--- src/sv/binary_image_thinning_core_assert.svh ---
// Assertion macros shared by the thinning core.
`ifndef BINARY_IMAGE_THINNING_CORE_ASSERT_SVH
`define BINARY_IMAGE_THINNING_CORE_ASSERT_SVH

// Property that must hold at every clock edge outside reset.
`define BITN_ASSERT(label, clk, rst, prop, msg) \
   label: assert property (@(posedge clk) disable iff (rst) prop) else $error(msg);

// Condition that must never be seen outside reset.
`define BITN_NEVER(label, clk, rst, cond, msg) \
   label: assert property (@(posedge clk) disable iff (rst) !(cond)) else $error(msg);

`endif

--- src/sv/bitn_pkg.sv ---
`default_nettype none
package bitn_pkg;

   // Request modes.
   localparam logic [1:0] MODE_WRITE = 2'd0;
   localparam logic [1:0] MODE_READ  = 2'd1;
   localparam logic [1:0] MODE_RUN   = 2'd2;

   // Register indexes.
   localparam logic [1:0] CSR_ROWS = 2'd0;
   localparam logic [1:0] CSR_COLS = 2'd1;

   localparam logic [8:0] REGION_RESET = 9'd256;

   // Control of the neighbourhood window.
   typedef struct packed {
      logic clear;
      logic load;
      logic second;
   } win_ctrl_type;

   // Deletion test for the centre pixel. Each column holds top, middle and
   // bottom in bits 0, 1 and 2.
   function automatic logic thin_mark(input logic [2:0] lc, input logic [2:0] cc,
                                      input logic [2:0] rc, input logic second);
      logic [7:0] ring;
      logic [3:0] k;
      logic [3:0] trans;
      logic       e, n, w, s;
      logic       blocked;
      e = rc[1];
      n = cc[0];
      w = lc[1];
      s = cc[2];
      ring = {rc[2], cc[2], lc[2], lc[1], lc[0], cc[0], rc[0], rc[1]};
      k = 4'd0;
      trans = 4'd0;
      for (int i = 0; i < 8; i++) begin
         k = k + {3'd0, ring[i]};
         trans = trans + {3'd0, (!ring[i] && ring[(i + 1) % 8])};
      end
      if (second) begin
         blocked = (n & e & s) | (e & s & w);
      end else begin
         blocked = (e & n & w) | (n & s & w);
      end
      return cc[1] && (k >= 4'd2) && (k <= 4'd6) && (trans == 4'd1) && !blocked;
   endfunction

endpackage
`default_nettype wire

--- src/sv/bitn_window.sv ---
`default_nettype none
module bitn_window (
   input  wire logic                  clock,
   input  wire bitn_pkg::win_ctrl_type ctrl,
   input  wire logic [2:0]            col_in,
   output logic                       mark
);
   import bitn_pkg::*;

   logic [2:0] cen_ff;
   logic [2:0] rgt_ff;

   // Two stored columns; the incoming column completes the 3x3 window.
   always_ff @(posedge clock) begin
      if (ctrl.clear) begin
         cen_ff <= 3'd0;
         rgt_ff <= 3'd0;
      end else if (ctrl.load) begin
         cen_ff <= rgt_ff;
         rgt_ff <= col_in;
      end
   end

   assign mark = thin_mark(cen_ff, rgt_ff, col_in, ctrl.second);

endmodule
`default_nettype wire

--- config.mk ---
export PLATFORM = sky130hd
export DESIGN_NAME = bitn_window
export DESIGN_NICKNAME = d
export VERILOG_FILES = /design/src/sv/binary_image_thinning_core_assert.svh /design/src/sv/bitn_pkg.sv /design/src/sv/bitn_window.sv
export SDC_FILE = /design/constraint.sdc
export NUM_CORES = 1
export LEC_CHECK = 0
export ABC_AREA = 1
export BUFFER_PORTS_ARGS = -buffer_cell sky130_fd_sc_hd__buf_2
export CORE_MARGIN = 2
export CORE_UTILIZATION = 50
export DETAILED_ROUTE_END_ITERATION = 8
export GPL_ROUTABILITY_DRIVEN = 1
export HOLD_SLACK_MARGIN = 0.1
export PLACE_DENSITY = 0.68
export SLEW_MARGIN = 30
export SYNTH_ARGS = -nofsm -noshare
export SYNTH_HDL_FRONTEND = slang
export SYNTH_SLANG_ARGS = --single-unit
--- constraint.sdc ---
create_clock -name clock -period 5.9 [get_ports clock]
set_input_delay 0.295 -clock clock [delete_from_list [all_inputs] [get_ports clock]]
set_output_delay 0.295 -clock clock [all_outputs]
set_load 0.05 [all_outputs]
==> results of run 1 <==
## flip-flops by register name, summed over array words and instances, names as in the netlist
signal / cells
rgt_ff: 3
cen_ff: 3
## worst register-to-register path, stage by stage, from the launching register on
cell and delay [ns]:
dfxtp_1 0.43, inv_1 0.13, a211oi_2 0.18
## power by group through the flow
stage                     Sequential, uW  Combinational, uW  Clock [uW]
after floorplan                     45.9               59.0           0
after global placement              46.8               71.3           0
after detailed placement            46.8               74.8           0
after CTS                           46.0               75.2        39.2
after global routing                46.4               87.7        41.3
final                               46.1               73.6        37.8
## cell families after synthesis
kind of cell	count (synthesis)	synth area share, %
flip-flops	6	17.2
AO/OA/AOI/OAI	7	10.2
buffers and inverters	24	13.4
AND/OR/NAND/NOR	39	23.8
adder cells (fa/ha/maj)	15	35.4
## through the flow
stage	hold WS (ns)	power (uW)	area (um2)	setup WS [ns]	util (%)
CTS	0.324	160	768	1.90	59.0
detailed placement	0.500	122	746	1.91	57.3
floorplan	0.367	105	699	2.08	-
global route	0.329	175	768	1.69	59.0
finish	0.335	158	768	1.92	59.0
global placement	0.491	118	746	1.94	57.3
## cell usage in the layout (no fill, tap or decap), drive strengths merged
cell,instances
ha,7
inv,23
a211oi,5
nand3,4
fa,8
buf,7
or2,1
nand2,13
a21oi,2
clkbuf,3
nor2,20
nand4,1
dfxtp,6
## area by class of cell
cell class	count	area (um2)
fillers	143	533
well taps	15	18.8
clock buffers	3	22.5
repair buffers	7	35.0
multi-input cells	61	485
flip-flops and latches	6	120
inverters	23	86.3
## routing by layer
layer  vias to the layer above  wire length, um  global-route usage (%)
met5                         -                0                       0
met4                         0                8                    7.10
met3                         2               28                    3.91
met2                         6              619                    27.5
met1                       245              566                    18.4
li1                        292                -                       -
## path summary, 6_finish.rpt
check	to	from	slack (ns)
max	mark	col_in[1]	1.92
min	rgt_ff[1]$_SDFFE_PP0P_	ctrl[2]	0.33
max reg2reg	cen_ff[0]$_SDFFE_PP0P_	rgt_ff[0]$_SDFFE_PP0P_	5.09
min reg2reg	cen_ff[0]$_SDFFE_PP0P_	cen_ff[0]$_SDFFE_PP0P_	0.50
==> impl_metrics.py, run 1 <==
metrics = {
    "clocking": {
        "cts_setup_buffers": 0,
        "cts_root_buf": "clkbuf_4",
        "clk_path_buf_depth": 2,
        "cts_max_level": 1,
        "cts_tree": "built",
        "cts_hold_buf": 0,
        "cts.repair.resized": 0,
        "clkLatencyLatePin_ns": 0.25,
        "cts_inserted_buffers": 3,
        "cts.clk_slew.worst_paths_ns": 0.04,
        "cts.sinks": 6,
    },
    "power": {
        "p_switching_uw": 60.9,
        "power_leakage_uw": 0.000412,
        "switching_share_pct": 38.7,
        "ir_drop_mv": 0.149,
        "comb_power_share_pct": 46.7,
        "p_per_area_mw_per_mm2": 205,
        "clockPowerShare_pct": 24.0,
        "seq_power_share_pct": 29.3,
        "intPower_uw": 96.6,
    },
    "layout": {
        "drive_gt1_share_pct": 20.0,
        "syn_to_final_growth_pct": 9.84,
        "layout.nets": 124,
        "antenna_cells": 0,
        "finalNonFillerCells": 115,
    },
    "synthesis": {
        "ys_seq_area_share_pct": 17.2,
        "synth.cells.most_frequent": "inv_1 (22), nor2_1 (18), nand2_1 (11)",
        "ys_warn_count": 0,
        "yosysMostFrequentCell": "inv_1",
        "synth-edff-count": 0,
        "synth.avg_cell_area_um2": 7.69,
        "synth_top_cell_by_area": "fa_1",
        "syn_area_um2": 699,
        "ys_types": 17,
        "synth.top_cell.area_share_pct": 22.9,
        "synth_fp_nets": 113,
        "syn_inst": 91,
        "yosys_most_used_dff": "dfxtp_1",
        "ys_seq_elements": 6,
        "synth_area_leaders": "fa_1 (23%), dfxtp_1 (17%), ha_1 (13%), inv_1 (12%), nor2_1 (9.7%)",
        "async_flop_share_pct": 0,
    },
    "critical_path": {
        "cp.required_ns": 5.61,
        "crit_slowest_cell": "fa_1",
        "cp-end-kind": "primary output",
        "cpPeakStageDelay_ns": 0.52,
        "r2r_cells": 2,
        "start_kind": "input pin",
        "critical_path_arrival_ns": 3.68,
        "setup.worst_path.class": "in -> out",
        "crit_buf_inv": 5,
        "crit_top_cell": "fa_1",
        "cp.depth": 15,
        "crit_family": "adder cells",
        "crit_path_max_fanout": 4,
        "crit_chain": "buf_2 > inv_1 > ha_1 > inv_1 > fa_1 > inv_1 > fa_1 > fa_1 > ha_1 > fa_1 > or2_0 > nand2_1 > nand2_1 > nor2_2 > buf_2",
    },
    "sta": {
        "report.final.slew_viol_count": 0,
        "grt_setup_unrepaired": "no",
        "finalSetupTns_ns": 0,
        "relSlewSlack_pct": 83.7,
        "finalCriticalPeriod_ns": 3.98,
        "finalSetupViolCount": 0,
        "tightest_slew_ns": 0.246,
        "skew_ns": 0.000100,
        "period_share_pct": 67.4,
        "hold_viol_final": 0,
        "fmax_mhz": 252,
    },
    "place": {
        "io_buffers": 7,
        "dp.final_hpwl_um": 1050,
        "placedCellCount": 112,
        "routabilityCongestion": 0.839,
    },
    "routing": {
        "wirelength_um": 1220,
        "num_vias": 545,
        "vias_per_cell": 4.74,
        "drc": 0,
        "dr.first_iter.drc_count": 13,
        "wl_per_cell_um": 10.6,
        "ant_nets": 0,
        "dr.pass1.iters": 4,
    },
    "floorplanning": {
        "die_y_um": 41.4,
        "io_pins": 8,
        "std_cell_rows": 13,
        "die-area_mm2": 0.00171,
        "initial_core_util_pct": 53.8,
        "fp.coreArea_mm2": 0.00130,
        "die_width_um": 41.4,
    },
    "grt": {
        "overflow": 0,
        "antenna_found_initial": 0,
        "grt_pass1_wl_um": 2130,
        "grtUsageTotal_pct": 15.9,
        "grt_pass1_vias": 571,
        "grt_max_degree": 13,
    },
    "outcome": {
        "status": "completed",
    },
    "worst_hold_path": {
        "min-delay-path-class": "in -> reg",
        "hold_depth": 2,
    },
    "job": {
        "drv_cap": 0,
    },
}
Power figures use the tool's default switching activity.
==> run 2: changes to the inputs <==
==> constraint.sdc (replaced) <==
create_clock -name clock -period 4.06 [get_ports clock]
set_input_delay 0.203 -clock clock [delete_from_list [all_inputs] [get_ports clock]]
set_output_delay 0.203 -clock clock [all_outputs]
set_load 0.05 [all_outputs]
==> run 2 against run 1 <==
Effect of this change: cell count unchanged; non-clock buffer count unchanged; critical path depth fell by 3; clock skew increased by 0.0062 ns; clock power increased by 38%; largest power group unchanged; highest routed layer is now met3.
==> impl_metrics.py, run 2 (synthesis gave the netlist of run 1 again) <==
metrics = {
    "place": {
        "io_buffers": 7,
        "placedCellCount": 112,
        "dp.final_hpwl_um": 1070,
        "routabilityCongestion": 0.819,
        "pre_cts_ws_ns": 0.236,
    },
    "routing": {
        "num_vias": 547,
        "dr.first_iter.drc_count": 8,
        "ant_nets": 0,
        "wirelength_um": 1210,
        "dr.pass1.iters": 4,
        "vias_per_cell": 4.76,
        "drc": 0,
        "wl_per_cell_um": 10.5,
    },
    "floorplanning": {
        "fp.coreArea_mm2": 0.00130,
        "die-area_mm2": 0.00171,
        "std_cell_rows": 13,
        "die_width_um": 41.4,
        "io_pins": 8,
        "die_y_um": 41.4,
        "initial_core_util_pct": 53.8,
    },
    "clocking": {
        "clk_path_buf_depth": 2,
        "cts_root_buf": "clkbuf_4",
        "clkLatencyLatePin_ns": 0.24,
        "cts.repair.resized": 0,
        "cts_tree": "built",
        "cts_hold_buf": 0,
        "cts.sinks": 6,
        "cts_inserted_buffers": 3,
        "cts.clk_slew.worst_paths_ns": 0.04,
        "cts_max_level": 1,
        "cts_setup_buffers": 0,
    },
    "grt": {
        "overflow": 0,
        "grt_pass1_vias": 528,
        "grt_pass1_wl_um": 2130,
        "grtUsageTotal_pct": 15.7,
        "antenna_found_initial": 0,
        "grt_max_degree": 13,
    },
    "layout": {
        "layout.nets": 124,
        "final_cell_mix": "inv_1 (22), nor2_1 (18), nand2_1 (11)",
        "final_common_cell": "inv_1",
        "finalNonFillerCells": 115,
        "antenna_cells": 0,
        "syn_to_final_growth_pct": 9.84,
        "seqCellArea_um2": 120,
        "top_regs": "cen_ff (3), rgt_ff (3)",
        "multi_input_area_um2": 485,
        "nFillCells": 131,
        "drive_gt1_share_pct": 20.0,
        "utilization_pct": 59.0,
    },
    "outcome": {
        "status": "completed",
    },
    "power": {
        "p_per_area_mw_per_mm2": 294,
        "ir_drop_mv": 0.291,
        "p_total_uw": 226,
        "power_leakage_uw": 0.000412,
    },
    "worst_hold_path": {
        "min_to": "cen_ff[1]$_SDFFE_PP0P_",
        "hold_start": "ctrl[2]",
        "hold_depth": 2,
        "min-delay-path-class": "in -> reg",
    },
    "sta": {
        "finalCriticalPeriod_ns": 3.85,
        "fmax_mhz": 259,
        "tightest_slew_ns": 0.230,
        "finalSetupViolCount": 0,
        "period_share_pct": 94.9,
        "relSlewSlack_pct": 84.6,
        "report.final.slew_viol_count": 0,
        "finalSetupTns_ns": 0,
        "hold_viol_final": 0,
        "grt_setup_unrepaired": "no",
        "fin_ws_ns": 0.206,
        "skew_ns": 0.00631,
    },
    "critical_path": {
        "r2r_end": "cen_ff[0]$_SDFFE_PP0P_",
        "cp.required_ns": 3.86,
        "reg2reg_slack_ns": 3.25,
        "crit_start": "rgt_ff[0]$_SDFFE_PP0P_",
        "start_kind": "flop",
        "r2r_cells": 2,
        "critical_path_arrival_ns": 3.65,
        "cp-end-kind": "primary output",
        "crit_path_max_fanout": 6,
        "crit-reg2reg-launch": "rgt_ff[0]$_SDFFE_PP0P_",
        "setup.worst_path.class": "reg -> out",
    },
    "job": {
        "drv_cap": 0,
    },
}
-- run 2: cell counts in the layout (fill, tap and decap cells not counted) --
Identical to the previous run, type by type.
-- run 2: layer usage --
| metal | GRT usage, % | vias to the layer above | routed length, um |
|---|---|---|---|
| met5 | 0 | - | 0 |
| met4 | 1.94 | 0 | 0 |
| met3 | 5.22 | 0 | 36 |
| met2 | 27.8 | 6 | 623 |
| met1 | 18.7 | 248 | 549 |
| li1 | - | 293 | - |
-- run 2: how the worst max path moves through the flow --
stage,endpoint,cells past startpoint
3_5_place_dp,mark,15
2_1_floorplan,mark,13
6_report,mark,12
4_1_cts,mark,12
3_3_place_gp,mark,15
5_1_grt,mark,12
-- run 2: final cells by class --
cell class | instances | area share, %
Clock buffer | 3 | 2.93
Inverter | 23 | 11.2
Multi-Input combinational cell | 61 | 63.2
Sequential cell | 6 | 15.6
Tap cell | 15 | 2.44
Timing Repair Buffer | 7 | 4.56
-- run 2: metrics by stage --
| step | area (um2) | hold slack (ns) |
|---|---|---|
| floorplan | 699 | 0.275 |
| global placement | 746 | 0.488 |
| detailed placement | 746 | 0.492 |
| CTS | 768 | 0.240 |
| global route | 768 | 0.251 |
| finish | 768 | 0.243 |
-- run 2: power by group --
part           total [uW]  switching (uW)  internal (uW)
Combinational         106            62.4           43.6
Clock                52.2            19.0           33.3
Sequential           67.3            4.26           63.0
-- run 2: worst max-delay path, cell delays in order (launching register included) --
cell and delay [ns]:
dfxtp_1 0.43, nand2_1 0.11, fa_1 0.51, inv_1 0.05, fa_1 0.50, fa_1 0.49, ha_1 0.24, fa_1 0.39
or2_0 0.22, nand2_1 0.08, nand2_1 0.06, nor2_2 0.09, buf_2 0.25
